### src/hw/rtl/u8u16_pkg.sv
`default_nettype none
// ----------------------------------------------------------------------------
// u8u16_pkg
// Types and constants shared by the UTF-8 to UTF-16 name decoder modules.
// ----------------------------------------------------------------------------
package u8u16_pkg;

   localparam int UnitCountWidth = 6;
   localparam int JobCountWidth  = 3;

   localparam logic [15:0] ReplacementUnit = 16'hFFFD;
   localparam logic [15:0] BmpLimit        = 16'hFFFF;

   localparam logic [1:0] ContTag = 2'b10;

   typedef struct packed {
      logic [7:0] text_byte;
      logic       end_of_name;
   } req_type;

   typedef struct packed {
      logic [15:0] code_unit;
      logic        last_unit;
   } rsp_type;

   // One queued job: unit_count units, all replacement units except the final
   // one, which carries final_unit and the last mark.
   typedef struct packed {
      logic [JobCountWidth-1:0] unit_count;
      logic [15:0]              final_unit;
      logic                     last_flag;
   } job_type;

   typedef struct packed {
      logic full;
      logic empty;
   } queue_status_type;

endpackage : u8u16_pkg
`default_nettype wire

### src/hw/rtl/u8u16_front.sv
`default_nettype none
// ----------------------------------------------------------------------------
// u8u16_front
// Accepts bytes, tracks the open UTF-8 sequence and the unit cap, and turns
// each byte into at most one job for the queue.
// ----------------------------------------------------------------------------
module u8u16_front
   import u8u16_pkg::*;
#(
   parameter int MAX_UNITS = 47
) (
   input  wire logic             clock,
   input  wire logic             reset,
   input  wire logic             req_valid,
   output      logic             req_ready,
   input  wire req_type          req_payload,
   input  wire queue_status_type q_status,
   output      logic             push,
   output      job_type          push_job
);

   localparam logic [UnitCountWidth-1:0] MaxUnits = UnitCountWidth'(MAX_UNITS);

   logic [20:0]               partial_point_ff, partial_point_in;
   logic [1:0]                bytes_needed_ff, bytes_needed_in;
   logic [1:0]                bytes_seen_ff, bytes_seen_in;
   logic [UnitCountWidth-1:0] units_out_ff, units_out_in;
   logic                      capped_ff, capped_in;

   logic                      accept;
   logic [7:0]                b;
   logic                      eon;
   logic                      is_cont;
   logic                      taken;
   logic [JobCountWidth-1:0]  n_units;
   logic [15:0]               tail_unit;
   logic [20:0]               pp_shift;
   logic [1:0]                seen_inc;
   logic [UnitCountWidth-1:0] room;
   logic [JobCountWidth-1:0]  n_emit;
   logic                      cap_hit;

   assign req_ready = !q_status.full;
   assign accept    = req_valid && req_ready;
   assign b         = req_payload.text_byte;
   assign eon       = req_payload.end_of_name;
   assign is_cont   = (b[7:6] == ContTag);
   assign pp_shift  = {partial_point_ff[14:0], b[5:0]};
   assign seen_inc  = bytes_seen_ff + 2'd1;
   assign room      = MaxUnits - units_out_ff;

   // Decode: n_units units, all replacement units but the last, tail_unit.
   always_comb begin
      partial_point_in = partial_point_ff;
      bytes_needed_in  = bytes_needed_ff;
      bytes_seen_in    = bytes_seen_ff;
      n_units          = '0;
      tail_unit        = ReplacementUnit;
      taken            = 1'b0;
      if (bytes_needed_ff != 2'd0) begin
         if (is_cont) begin
            taken = 1'b1;
            if (seen_inc >= bytes_needed_ff) begin
               n_units          = 3'd1;
               tail_unit        = (pp_shift > {5'd0, BmpLimit}) ? ReplacementUnit
                                                                : pp_shift[15:0];
               partial_point_in = '0;
               bytes_needed_in  = '0;
               bytes_seen_in    = '0;
            end else if (eon) begin
               n_units          = 3'd1 + {1'b0, seen_inc};
               partial_point_in = '0;
               bytes_needed_in  = '0;
               bytes_seen_in    = '0;
            end else begin
               partial_point_in = pp_shift;
               bytes_seen_in    = seen_inc;
            end
         end else begin
            // The broken sequence flushes, then this byte starts over.
            n_units          = 3'd1 + {1'b0, bytes_seen_ff};
            partial_point_in = '0;
            bytes_needed_in  = '0;
            bytes_seen_in    = '0;
         end
      end
      if (!taken) begin
         if (b[7] == 1'b0) begin
            n_units   = n_units + 3'd1;
            tail_unit = {8'd0, b};
         end else if (b[7:5] == 3'b110) begin
            partial_point_in = {16'd0, b[4:0]};
            bytes_needed_in  = 2'd1;
         end else if (b[7:4] == 4'b1110) begin
            partial_point_in = {17'd0, b[3:0]};
            bytes_needed_in  = 2'd2;
         end else if (b[7:3] == 5'b11110) begin
            partial_point_in = {18'd0, b[2:0]};
            bytes_needed_in  = 2'd3;
         end else begin
            n_units   = n_units + 3'd1;
            tail_unit = ReplacementUnit;
         end
         if (bytes_needed_in != 2'd0 && eon) begin
            n_units          = n_units + 3'd1;
            tail_unit        = ReplacementUnit;
            partial_point_in = '0;
            bytes_needed_in  = '0;
            bytes_seen_in    = '0;
         end
      end
   end

   // Unit cap.
   always_comb begin
      cap_hit = (n_units != '0) && ({3'd0, n_units} >= room);
      n_emit  = cap_hit ? room[JobCountWidth-1:0] : n_units;

      push                = accept && !capped_ff && (n_units != '0);
      push_job.unit_count = n_emit;
      push_job.final_unit = (n_emit == n_units) ? tail_unit : ReplacementUnit;
      push_job.last_flag  = cap_hit || eon;

      units_out_in = units_out_ff + {3'd0, n_emit};
      capped_in    = capped_ff || cap_hit;
   end

   always_ff @(posedge clock) begin
      if (reset) begin
         partial_point_ff <= '0;
         bytes_needed_ff  <= '0;
         bytes_seen_ff    <= '0;
         units_out_ff     <= '0;
         capped_ff        <= 1'b0;
      end else if (accept) begin
         if (eon) begin
            partial_point_ff <= '0;
            bytes_needed_ff  <= '0;
            bytes_seen_ff    <= '0;
            units_out_ff     <= '0;
            capped_ff        <= 1'b0;
         end else if (capped_ff || capped_in) begin
            partial_point_ff <= '0;
            bytes_needed_ff  <= '0;
            bytes_seen_ff    <= '0;
            units_out_ff     <= capped_ff ? units_out_ff : units_out_in;
            capped_ff        <= 1'b1;
         end else begin
            partial_point_ff <= partial_point_in;
            bytes_needed_ff  <= bytes_needed_in;
            bytes_seen_ff    <= bytes_seen_in;
            units_out_ff     <= units_out_in;
            capped_ff        <= capped_in;
         end
      end
   end

`ifndef SYNTHESIS
   a_job_count_range: assert property (@(posedge clock) disable iff (reset)
      push |-> (push_job.unit_count != 3'd0 && push_job.unit_count <= 3'd4))
      else $error("job unit count out of range");

   a_no_push_when_capped: assert property (@(posedge clock) disable iff (reset)
      capped_ff |-> !push)
      else $error("job pushed after the unit cap");

   a_units_below_cap: assert property (@(posedge clock) disable iff (reset)
      !capped_ff |-> (units_out_ff < MaxUnits))
      else $error("unit count reached the cap without the capped flag");

   a_seen_below_needed: assert property (@(posedge clock) disable iff (reset)
      (bytes_needed_ff != 2'd0) |-> (bytes_seen_ff < bytes_needed_ff))
      else $error("open sequence has taken all of its bytes");
`endif

endmodule : u8u16_front
`default_nettype wire

### src/hw/rtl/u8u16_queue.sv
`default_nettype none
// ----------------------------------------------------------------------------
// u8u16_queue
// Short job queue between the decoding front and the unit emitting back.
// ----------------------------------------------------------------------------
module u8u16_queue
   import u8u16_pkg::*;
(
   input  wire logic             clock,
   input  wire logic             reset,
   input  wire logic             push,
   input  wire job_type          push_job,
   input  wire logic             pop,
   output      job_type          head_job,
   output      queue_status_type q_status
);

   localparam int Depth    = 4;
   localparam int PtrWidth = $clog2(Depth);

   job_type               entries_ff [Depth];
   logic [PtrWidth-1:0]   wr_ptr_ff, wr_ptr_in;
   logic [PtrWidth-1:0]   rd_ptr_ff, rd_ptr_in;
   logic [PtrWidth:0]     count_ff, count_in;
   logic                  do_push;
   logic                  do_pop;

   assign q_status.full  = (count_ff == (PtrWidth+1)'(Depth));
   assign q_status.empty = (count_ff == '0);
   assign head_job       = entries_ff[rd_ptr_ff];

   assign do_push   = push && !q_status.full;
   assign do_pop    = pop && !q_status.empty;
   assign wr_ptr_in = wr_ptr_ff + (do_push ? PtrWidth'(1) : PtrWidth'(0));
   assign rd_ptr_in = rd_ptr_ff + (do_pop ? PtrWidth'(1) : PtrWidth'(0));
   assign count_in  = count_ff + {{PtrWidth{1'b0}}, do_push}
                               - {{PtrWidth{1'b0}}, do_pop};

   always_ff @(posedge clock) begin
      if (do_push) begin
         entries_ff[wr_ptr_ff] <= push_job;
      end
   end

   always_ff @(posedge clock) begin
      if (reset) begin
         wr_ptr_ff <= '0;
         rd_ptr_ff <= '0;
         count_ff  <= '0;
      end else begin
         wr_ptr_ff <= wr_ptr_in;
         rd_ptr_ff <= rd_ptr_in;
         count_ff  <= count_in;
      end
   end

`ifndef SYNTHESIS
   a_no_push_full: assert property (@(posedge clock) disable iff (reset)
      q_status.full |-> !push)
      else $error("push into a full queue");

   a_no_pop_empty: assert property (@(posedge clock) disable iff (reset)
      q_status.empty |-> !pop)
      else $error("pop from an empty queue");

   a_count_ptrs: assert property (@(posedge clock) disable iff (reset)
      (count_ff[PtrWidth-1:0] == (wr_ptr_ff - rd_ptr_ff)))
      else $error("queue count disagrees with pointers");
`endif

endmodule : u8u16_queue
`default_nettype wire

### src/hw/rtl/u8u16_back.sv
`default_nettype none
// ----------------------------------------------------------------------------
// u8u16_back
// Expands queued jobs into code units, one per cycle while the output is
// not stalled, into the output register.
// ----------------------------------------------------------------------------
module u8u16_back
   import u8u16_pkg::*;
(
   input  wire logic             clock,
   input  wire logic             reset,
   input  wire job_type          head_job,
   input  wire queue_status_type q_status,
   output      logic             pop,
   output      logic             rsp_valid,
   input  wire logic             rsp_ready,
   output      rsp_type          rsp_payload
);

   logic [1:0] unit_idx_ff, unit_idx_in;
   logic       rsp_valid_ff, rsp_valid_in;
   rsp_type    rsp_payload_ff, rsp_payload_in;
   logic       load;
   logic       is_final;

   assign load     = !rsp_valid_ff || rsp_ready;
   assign is_final = ({1'b0, unit_idx_ff} == (head_job.unit_count - 3'd1));

   always_comb begin
      pop            = 1'b0;
      unit_idx_in    = unit_idx_ff;
      rsp_valid_in   = rsp_valid_ff;
      rsp_payload_in = rsp_payload_ff;
      if (load) begin
         rsp_valid_in = !q_status.empty;
         if (!q_status.empty) begin
            rsp_payload_in.code_unit = is_final ? head_job.final_unit : ReplacementUnit;
            rsp_payload_in.last_unit = is_final && head_job.last_flag;
            pop                      = is_final;
            unit_idx_in              = is_final ? 2'd0 : unit_idx_ff + 2'd1;
         end
      end
   end

   always_ff @(posedge clock) begin
      if (reset) begin
         unit_idx_ff  <= '0;
         rsp_valid_ff <= 1'b0;
      end else begin
         unit_idx_ff  <= unit_idx_in;
         rsp_valid_ff <= rsp_valid_in;
      end
   end

   always_ff @(posedge clock) begin
      rsp_payload_ff <= rsp_payload_in;
   end

   assign rsp_valid   = rsp_valid_ff;
   assign rsp_payload = rsp_payload_ff;

`ifndef SYNTHESIS
   a_idx_within_job: assert property (@(posedge clock) disable iff (reset)
      !q_status.empty |-> ({1'b0, unit_idx_ff} < head_job.unit_count))
      else $error("unit index beyond the head job");

   a_idx_zero_when_empty: assert property (@(posedge clock) disable iff (reset)
      q_status.empty |-> (unit_idx_ff == 2'd0))
      else $error("unit index left open with no job");

   a_pop_on_final: assert property (@(posedge clock) disable iff (reset)
      pop |=> (rsp_valid_ff && (rsp_payload_ff.last_unit == $past(head_job.last_flag))))
      else $error("final unit of a job lost its mark");
`endif

endmodule : u8u16_back
`default_nettype wire

### src/hw/rtl/utf8_to_utf16_name_decoder_unit.sv
`default_nettype none
// ----------------------------------------------------------------------------
// utf8_to_utf16_name_decoder_unit
// Decodes a UTF-8 name byte stream into UTF-16 code units with replacement
// units for broken sequences and values above the BMP, up to a unit cap.
//
//   Channel  Dir  Handshake            Payload
//   req_     in   req_valid/req_ready  req_type: text_byte, end_of_name
//   rsp_     out  rsp_valid/rsp_ready  rsp_type: code_unit, last_unit
//
// The front takes one byte per cycle while its four-entry job queue has room.
// The back emits one unit per cycle while rsp_ready does not stall it; a byte
// yields k units (k is 0 to 4), and error bursts are absorbed by the queue.
// A byte's first unit passes through the job queue, then the output register.
// Synchronous reset clears decode state, the queue pointers and the output
// valid flag.
// ----------------------------------------------------------------------------
module utf8_to_utf16_name_decoder_unit
   import u8u16_pkg::*;
#(
   parameter int MAX_UNITS = 47
) (
   input  wire logic    clock,
   input  wire logic    reset,
   input  wire logic    req_valid,
   output      logic    req_ready,
   input  wire req_type req_payload,
   output      logic    rsp_valid,
   input  wire logic    rsp_ready,
   output      rsp_type rsp_payload
);

   queue_status_type q_status;
   logic             push;
   job_type          push_job;
   logic             pop;
   job_type          head_job;

   u8u16_front #(
      .MAX_UNITS (MAX_UNITS)
   ) u_front (
      .clock       (clock),
      .reset       (reset),
      .req_valid   (req_valid),
      .req_ready   (req_ready),
      .req_payload (req_payload),
      .q_status    (q_status),
      .push        (push),
      .push_job    (push_job)
   );

   u8u16_queue u_queue (
      .clock    (clock),
      .reset    (reset),
      .push     (push),
      .push_job (push_job),
      .pop      (pop),
      .head_job (head_job),
      .q_status (q_status)
   );

   u8u16_back u_back (
      .clock       (clock),
      .reset       (reset),
      .head_job    (head_job),
      .q_status    (q_status),
      .pop         (pop),
      .rsp_valid   (rsp_valid),
      .rsp_ready   (rsp_ready),
      .rsp_payload (rsp_payload)
   );

endmodule : utf8_to_utf16_name_decoder_unit
`default_nettype wire

### config.mk
export PLATFORM = sky130hd
export DESIGN_NAME = utf8_to_utf16_name_decoder_unit
export DESIGN_NICKNAME = d
export VERILOG_FILES = /design/src/hw/rtl/u8u16_pkg.sv /design/src/hw/rtl/u8u16_front.sv /design/src/hw/rtl/u8u16_queue.sv /design/src/hw/rtl/u8u16_back.sv /design/src/hw/rtl/utf8_to_utf16_name_decoder_unit.sv
export SDC_FILE = /design/constraint.sdc
export NUM_CORES = 1
export LEC_CHECK = 0
export ABC_AREA = 1
export BUFFER_PORTS_ARGS = -buffer_cell sky130_fd_sc_hd__buf_2
export CAP_MARGIN = 30
export CORE_AREA = 2 2 119 121
export CTS_BUF_LIST = sky130_fd_sc_hd__clkbuf_8
export DETAILED_ROUTE_END_ITERATION = 12
export DIE_AREA = 0 0 121 123
export GPL_ROUTABILITY_DRIVEN = 0
export GPL_TIMING_DRIVEN = 0
export PLACE_DENSITY_LB_ADDON = 0.08
export SETUP_SLACK_MARGIN = 0.15
export SLEW_MARGIN = 20
export SYNTH_ARGS = -nofsm -noshare
export SYNTH_HDL_FRONTEND = slang
export SYNTH_HIERARCHICAL = 1
export SYNTH_SLANG_ARGS = --single-unit
### constraint.sdc
create_clock -name clock -period 16.29 [get_ports clock]
set_clock_uncertainty 0.05 [all_clocks]
set_input_delay 3.258 -clock clock [delete_from_list [all_inputs] [get_ports clock]]
set_output_delay 3.258 -clock clock [all_outputs]
set_load 0.01 [all_outputs]
======== Yosys cells after proc, flatten, opt, wreduce, memory -nomap -nowiden ========
Memory sizes are Yosys's and may differ from the RTL's. A register that Yosys moved wholly into a read port is not among the register bits.
Cells that the tools add are included.
cells by class
  bitwise gates (word level) .............. 1
  reduce and logical (&&, ||, !) cells .... 22
  equality and inequality tests ........... 8
  add/sub/neg operators ................... 13
  $lt $le $gt $ge ......................... 3
  muxes and demuxes ....................... 69
operators by type and width
  operator                                                                 count
  21-bit 2-to-1 mux                                                        11
  16-bit 2-to-1 mux                                                        11
  2-bit 2-to-1 mux                                                         22
  3-bit 2-to-1 mux                                                         12
  21-bit by 16-bit > comparator with 1-bit output (second input constant)  1
  6-bit 2-to-1 mux                                                         3
  1-bit 2-to-1 mux                                                         10
  1-bit logical AND                                                        8
  1-bit by 2-bit adder with 3-bit output (first input constant)            2
  3-bit by 1-bit adder with 3-bit output (second input constant)           2
  6-bit by 3-bit adder with 6-bit output                                   1
  3-bit == test (second input constant)                                    2
  3-bit by 6-bit >= comparator with 1-bit output                           1
  6-bit subtractor (first input constant)                                  1
  5-bit == test (second input constant)                                    1
  2-bit by 1-bit adder with 2-bit output (second input constant)           2
  2-bit adder                                                              2
  4-bit == test (second input constant)                                    1
  1-bit logical NOT                                                        4
  1-bit logical OR                                                         4
  2-bit AND reduction                                                      2
  2-bit nonzero test                                                       2
  3-bit by 1-bit adder with 3-bit output                                   1
  2-bit by 3-bit == test with 1-bit output                                 1
  9 further kinds                                                          9
word-level totals
  logic and storage cells ................. 129
  bits in writable memories ............... 80
  memories ................................ 1
  output and inout bits ................... 19
  flip-flop bits (word level) ............. 59
memory list
  name                depth  width  rd ports  clocked after Yosys merged registers in  wr ports  RTL line           text
  u_queue.entries_ff  4      20     1         1                                        1         u8u16_queue.sv:21  job_type entries_ff [Depth];

======== Depth between registers and ports, before layout ========
Gate-level depths: netlist of run 1.
  depth after elaboration ................. 22
  gate-level depth with buffers ........... 35

======== Cells and area by module ========
Netlist of run 1, hierarchy kept.
modules (own cells, without submodules)
  module       area an instance (sq um)  cells an instance  times used  seq. area each (sq um)
  u8u16_queue  3375.7                    244                1           2542.4
  u8u16_front  2397.3                    380                1           520.5
  u8u16_back   864.6                     72                 1           570.5

======== Worst setup path after synthesis of run 1 ========
OpenSTA, ideal clock, no wires.
  path kind ............................... in2reg
  start ................................... in req_payload[0] (netlist bit)
  end ..................................... reg u_front.units_out_ff[4]
  stages on the path ...................... 27
  data required time ...................... 16.106 ns
  setup slack ............................. 8.515 ns
  arrival time ............................ 7.591 ns
  cell sequence ........................... buf_2 a21oi_1 nand2_1 nand2_1 inv_1 ha_1 nand2_1 o21ai_2 ha_1 nand3b_1 nand2_1 nor2_4 ha_1 inv_1 o21bai_1 a21oi_1 nor4_1 nand2_4 buf_2 o21ai_0 ha_1 inv_1 fa_1 or2_2 a21oi_1 and3_1 nor3_1
RTL lines
  what                    RTL line                               text
  start: declaration      utf8_to_utf16_name_decoder_unit.sv:27  input wire req_type req_payload,
  end signal: assignment  u8u16_front.sv:146                     units_out_ff <= capped_ff ? units_out_ff : units_out_in;
  end signal: assignment  u8u16_front.sv:152                     units_out_ff <= units_out_in;
  end: declaration        u8u16_front.sv:27                      logic [UnitCountWidth-1:0] units_out_ff, units_out_in;

==> metrics.txt, run 1 <==
status complete, no violations; TNS Setup 0 ps; All-Layer GR Usage 21.6%; max cap viols 0; Ys Warns 6; CP max stage delay 640 ps; distinct cell type count after synthesis 42; placed cell areas 7110 sq um; # nets final 785; clock period minus worst slack 8340 ps; CTS root buf clkbuf_8; fin crit share 51.2%; die height 123 microns; R2R Setup Slk 9580 ps; HP Class reg -> reg; Rel. slew slack 44.3%; Via-to-Cell Ratio 5.29; num ports 32; count leader, synth nand2_1; # DRC 0; Core ar. 13,600 sq um; total wire length 15.2 mm; Post-Syn Nets 726; final hold vios 0; total clock buffers created by CTS 17; Critical Path Source Type input pin; Finish-stage setup viols 0; Synth async-reset ratio 0%; P per Cell Area 125 nW/um^2; Detail Route Antenna Nets 0; largest net degree at the start of global routing 20; DP HPWL 10.8 mm; crit end category register; Post-synth EDFFs 97; Synth Register Bits 133; Final Util 55.2%; number of global-route vias before repair 4,756; total grt overflow 0; Synth area leader edfxtp_1; routed length per instance 16.0 microns; Post-Syn Area 6640 sq um; sequential-to-total area share from yosys stat 54.7%; Synth top area share 43.9%; WP data arrival 8600 ps; FMAX 120 MHz; Starting Density 48.8%; post-CTS sizing 0; Initial DRC Count 352; # clock sinks 133; FILL cells 1,238; Final Max Slew Viols 0; Critical Path RT 16,550 ps; unrepaired setup endpoints after global routing false; Hold EP u_front/partial_point_ff[10]; Worst Max-Slew Pin Slew 829 ps; row count 43; initial antenna violation count 0; Area Growth Syn to Fin 13.3%; first drt pass iteration count 5; hold path depth 2; Max rail drop VDD 44.2 uV; WS Path Type in -> reg; Die W 121 microns; full die area 14,900 sq um; IO buf count 31; fin area 7520 sq um; Worst R2R Path Depth 31; Critical-path top delay cell nor4_1; Worst-path clk slew 70 ps; CTS H-tree lvls 4; TritonCTS clock tree done; worst-path maximum fanout 10; Cells after Synth 696; hold_buf cts 0; Synth Flop Type edfxtp_1; syn_area_per_cell 9.54 sq um; Worst Hold Launch u_front/partial_point_ff[10]; setup bufs post-CTS 0; Longest Clk Path Bufs 2; worst skew pair latency 440 ps; RR Startpoint u_front/bytes_seen_ff[0]; Ant. Diodes 0; R2R Path End u_front/units_out_ff[4]; leakage 2.85 nW; layout cells sized above 1 20.1%; Post-synth top cells 99 x nand2_1, 97 x edfxtp_1, 81 x nor2_1; Synth area leaders edfxtp_1 44%, dfxtp_1 11%, nand2_1 5.6%; global-route wire length before repair 24.1 mm; vias after detailed routing 5,014
flip-flops by register name, summed over array words and instances, names as in the netlist:
name	flops
u_queue/rd_ptr_ff	2
u_front/partial_point_ff	15
u_front/bytes_seen_ff	2
u_back/rsp_valid	1
u_queue/entries_ff	80
u_queue/count_ff	3
u_back/unit_idx_ff	2
u_back/rsp_payload	17
u_queue/wr_ptr_ff	2
u_front/units_out_ff	6
u_front/bytes_needed_ff	2
u_front/capped_ff	1
metal layers:
metal,vias up,global-route usage (%),part of all wire (%)
li1,2490,-,-
met1,2380,27.1,44
met2,121,36.3,49
met3,23,4.98,4.2
met4,0,8.36,2.2
met5,-,0,0
how the worst max path moves through the flow:
stage | from | endpoint | slack (ps) | depth (start not counted)
2_1_floorplan | req_payload[0] | u_front/units_out_ff[4] | 8520 | 27
3_3_place_gp | req_payload[8] | u_queue/entries_ff[0][14] | 7600 | 20
3_5_place_dp | req_payload[8] | u_front/units_out_ff[4] | 7450 | 29
4_1_cts | req_payload[8] | u_front/units_out_ff[4] | 7940 | 29
5_1_grt | req_payload[8] | u_front/units_out_ff[4] | 7510 | 29
6_report | req_payload[8] | u_front/units_out_ff[4] | 7950 | 29
cell usage in the layout (no fill, tap or decap), types with 12 or more instances in the layout:
cell type,Yosys,layout
nand3_2,12,12
o21ai_0,48,48
nand2_2,13,13
inv_1,71,71
o22ai_1,25,25
buf_2,7,38
clkbuf_8,0,17
nand2_1,99,99
ha_1,15,15
edfxtp_1,97,97
dfxtp_1,36,36
a21oi_1,39,39
or2_1,15,15
nor2_1,81,81
o21ai_1,24,24
nand3_1,32,32
cell type report:
cell class	count	area, sq um	area share [%]
flip-flops and latches	133	3630	48.3
repair buffers	40	223	2.96
clock inverters	15	179	2.38
plain buffers	27	200	2.66
inverters	81	309	4.11
clock buffers	17	234	3.11
multi-input cells	455	2510	33.4
well taps	180	225	3.00
power by group:
group | switching (mW) | internal, mW
sequential | 0.0162 | 0.423
clock | 0.133 | 0.152
combinational | 0.141 | 0.0731
critical path: cells and delay by family:
family / cells / cell delay [ps]
adders and majority gates: 5 / 1500
buffers and inverters: 6 / 630
and+or+nand+nor: 12 / 2080
xor gates and xnor gates: 1 / 160
AOI/OAI and AO/OA: 5 / 950
kinds of logic after synthesis:
kind of cell	synth area share, %
AOI/OAI and AO/OA	11.9
xor gates and xnor gates	0.773
adders and majority gates	3.43
buffers and inverters	7.67
DFF	54.7
and+or+nand+nor	21.5
through the flow:
step | total power, mW | setup WS (ps) | hold slack, ps | std cells
2_1_floorplan | 0.590 | 8520 | 395 | 696
3_3_place_gp | 0.654 | 7600 | 408 | 907
3_5_place_dp | 0.663 | 7450 | 411 | 916
4_1_cts | 0.947 | 7940 | 422 | 948
5_1_grt | 0.987 | 7510 | 453 | 948
6_report | 0.939 | 7950 | 422 | 948
Power figures use the tool's default switching activity.
==> run 2, diff against run 1 <==
clock period = 7.4 ns   (was 16.29 ns; I/O delays follow)
==> run 2 against run 1 <==
Net effect: global-route usage stayed put; via count increased by 0.26%; critical path depth grew 2; sequential share of layout area about the same; cell count stayed put; critical path type is now reg -> reg; largest cell class unchanged; largest power group unchanged.
==> metrics.txt, run 2 (same netlist as run 1, synthesis figures left out) <==
Area Growth Syn to Fin 13.4% (about the same); most frequent CP cell ha_1; initial antenna violation count 0 (unchanged); P per Cell Area 275 nW/um^2 (+120%); fin area 7520 sq um (about the same); Seq pwr share 46.8% (about the same); # clock sinks 133 (unchanged); Detail Route Antenna Nets 0 (unchanged); Int Power 1.43 mW (+120%); Rel. slew slack 47.8% (+3.5 points); register with the most flip-flops u_queue/entries_ff; clock period minus worst slack 6420 ps; Net Sw Power 640 uW (+120%); crit end category register; critical path buffer and inverter count 6 (unchanged); number of global-route vias before repair 4,756 (unchanged); Final WS setup 982 ps (-6970 ps); hold_buf cts 0 (unchanged); leakage 2.85 nW (about the same); Core ar. 13,600 sq um (unchanged); status complete, no violations; FILL cells 1,238 (unchanged); Initial DRC Count 352 (unchanged); Starting Density 48.8% (unchanged); met2 GRT Util 36.3% (unchanged); HP Class reg -> reg; Critical Path RT 7660 ps (-8890 ps); fin crit share 86.7%; Hold Slack 422 ps (+0.00200 ps); worst skew pair latency 450 ps (about the same); num ports 32 (unchanged); R2R Setup Slk 980 ps (-8600 ps); unrepaired setup endpoints after global routing false; global-route wire length before repair 24.1 mm (unchanged); met1 Track Usage GR 27.1% (unchanged); row count 43 (unchanged); Worst-path clk slew 80 ps (about the same); CTS root buf clkbuf_8; Ant. Diodes 0 (unchanged); layout cells sized above 1 20.2% (+0.13 points); Die W 121 microns (unchanged); TNS Setup 0 ps (unchanged); RR Startpoint u_front/bytes_seen_ff[0]; Max rail drop VDD 97.2 uV (+120%); pre-CTS setup slack 342 ps (-7110 ps); WS Path Type reg -> reg; WP data arrival 6680 ps (-1920 ps); GRT busiest layer met2; placed cell areas 7110 sq um (unchanged); Hold EP u_front/partial_point_ff[10]; clock share of power 30.4% (about the same); worst-path maximum fanout 10 (unchanged); Via-to-Cell Ratio 5.30 (+0.26%); total wire length 15.2 mm (about the same); Finish-stage setup viols 0 (unchanged); R2R Path End u_front/units_out_ff[4]; commonest non-fill, non-tap cell in the layout nand2_1; met3 Use GR 4.98% (unchanged); max reg flops 80 (unchanged); # DRC 0 (unchanged); Logic pwr share 22.8% (about the same); die height 123 microns (unchanged); Critical-path top delay cell o21ai_0; total grt overflow 0 (unchanged); first drt pass iteration count 5 (unchanged); hold path depth 2 (unchanged); full die area 14,900 sq um (unchanged); FMAX 156 MHz; IO buf count 31 (unchanged); Worst R2R Path Depth 31 (unchanged); TritonCTS clock tree done; Critical Path Source Type register; routed length per instance 16.0 microns (about the same); setup bufs post-CTS 0 (unchanged); max cap viols 0 (unchanged); Worst Hold Launch u_front/partial_point_ff[10]; largest net degree at the start of global routing 20 (unchanged); switch share 31.0% (about the same); All-Layer GR Usage 21.6% (unchanged); CP max stage delay 490 ps (-150 ps); Longest Clk Path Bufs 2 (unchanged); DP HPWL 10.8 mm (unchanged); CTS H-tree lvls 4 (unchanged); total clock buffers created by CTS 17 (unchanged); final hold vios 0 (unchanged); vias after detailed routing 5,027 (+0.26%); Final Max Slew Viols 0 (unchanged); # nets final 785 (unchanged); Worst Max-Slew Pin Slew 783 ps (-45.7 ps); most frequent cells in the layout 99 x nand2_1, 97 x edfxtp_1, 81 x nor2_1; critical path's top delay family adder cells
[run 2: routing by layer]
metal  routed length (microns)  share of wire, %  up-vias
met2                      7500                49      117
met4                       337               2.2        0
met5                         0                 0        -
met1                      6750                44     2395
met3                       598               3.9       25
li1                          -                 -     2490
[run 2: power groups by stage]
stage	combinational (mW)	sequential, mW	clock [mW]
2_1_floorplan	0.301	0.997	0
3_3_place_gp	0.455	0.984	0
3_5_place_dp	0.476	0.984	0
4_1_cts	0.478	0.967	0.639
5_1_grt	0.527	0.976	0.670
6_report	0.472	0.967	0.628
[run 2: through the flow]
stage          power (mW)  util, %  std cells
3_5_place_dp         1.46     52.2        916
3_3_place_gp         1.44     51.6        907
6_report             2.07     55.3        948
4_1_cts              2.08     55.2        948
5_1_grt              2.17     55.3        948
2_1_floorplan        1.30        -        696
[run 2: worst max-delay path by stage]
stage,start,to,cells after the start
after floorplan,req_payload[0],u_front/units_out_ff[4],27
final,u_front/bytes_seen_ff[0],u_front/units_out_ff[4],31
after CTS,u_front/bytes_seen_ff[0],u_front/units_out_ff[4],31
after global placement,req_payload[8],u_queue/entries_ff[0][14],20
after detailed placement,req_payload[8],u_front/units_out_ff[4],29
after global routing,u_front/bytes_seen_ff[0],u_front/units_out_ff[4],31
[run 2: repair_timing]
item                                    in CTS  in global routing
endpoints found under the hold margin        0                  0
resized for setup                            0                  1
endpoints found under the setup margin       0                  1
[run 2: area by class of cell]
type                            instances  area [sq um]  area share (%)
Buffer                                 27           200            2.66
Inverter                               81           309            4.11
Clock inverter                         15           179            2.38
Timing Repair Buffer                   40           223            2.96
Sequential cell                       133          3630            48.3
Multi-Input combinational cell        455          2520            33.5
Clock buffer                           17           234            3.11
Tap cell                              180           225            2.99
[run 2: worst reg2reg max path, delay by kind of cell (launching register included)]
kind | cells | cell delay [ps]
AOI/OAI and AO/OA | 6 | 1200
adders and majority gates | 7 | 2070
buffers and inverters | 6 | 590
DFF | 1 | 480
and+or+nand+nor | 12 | 1890
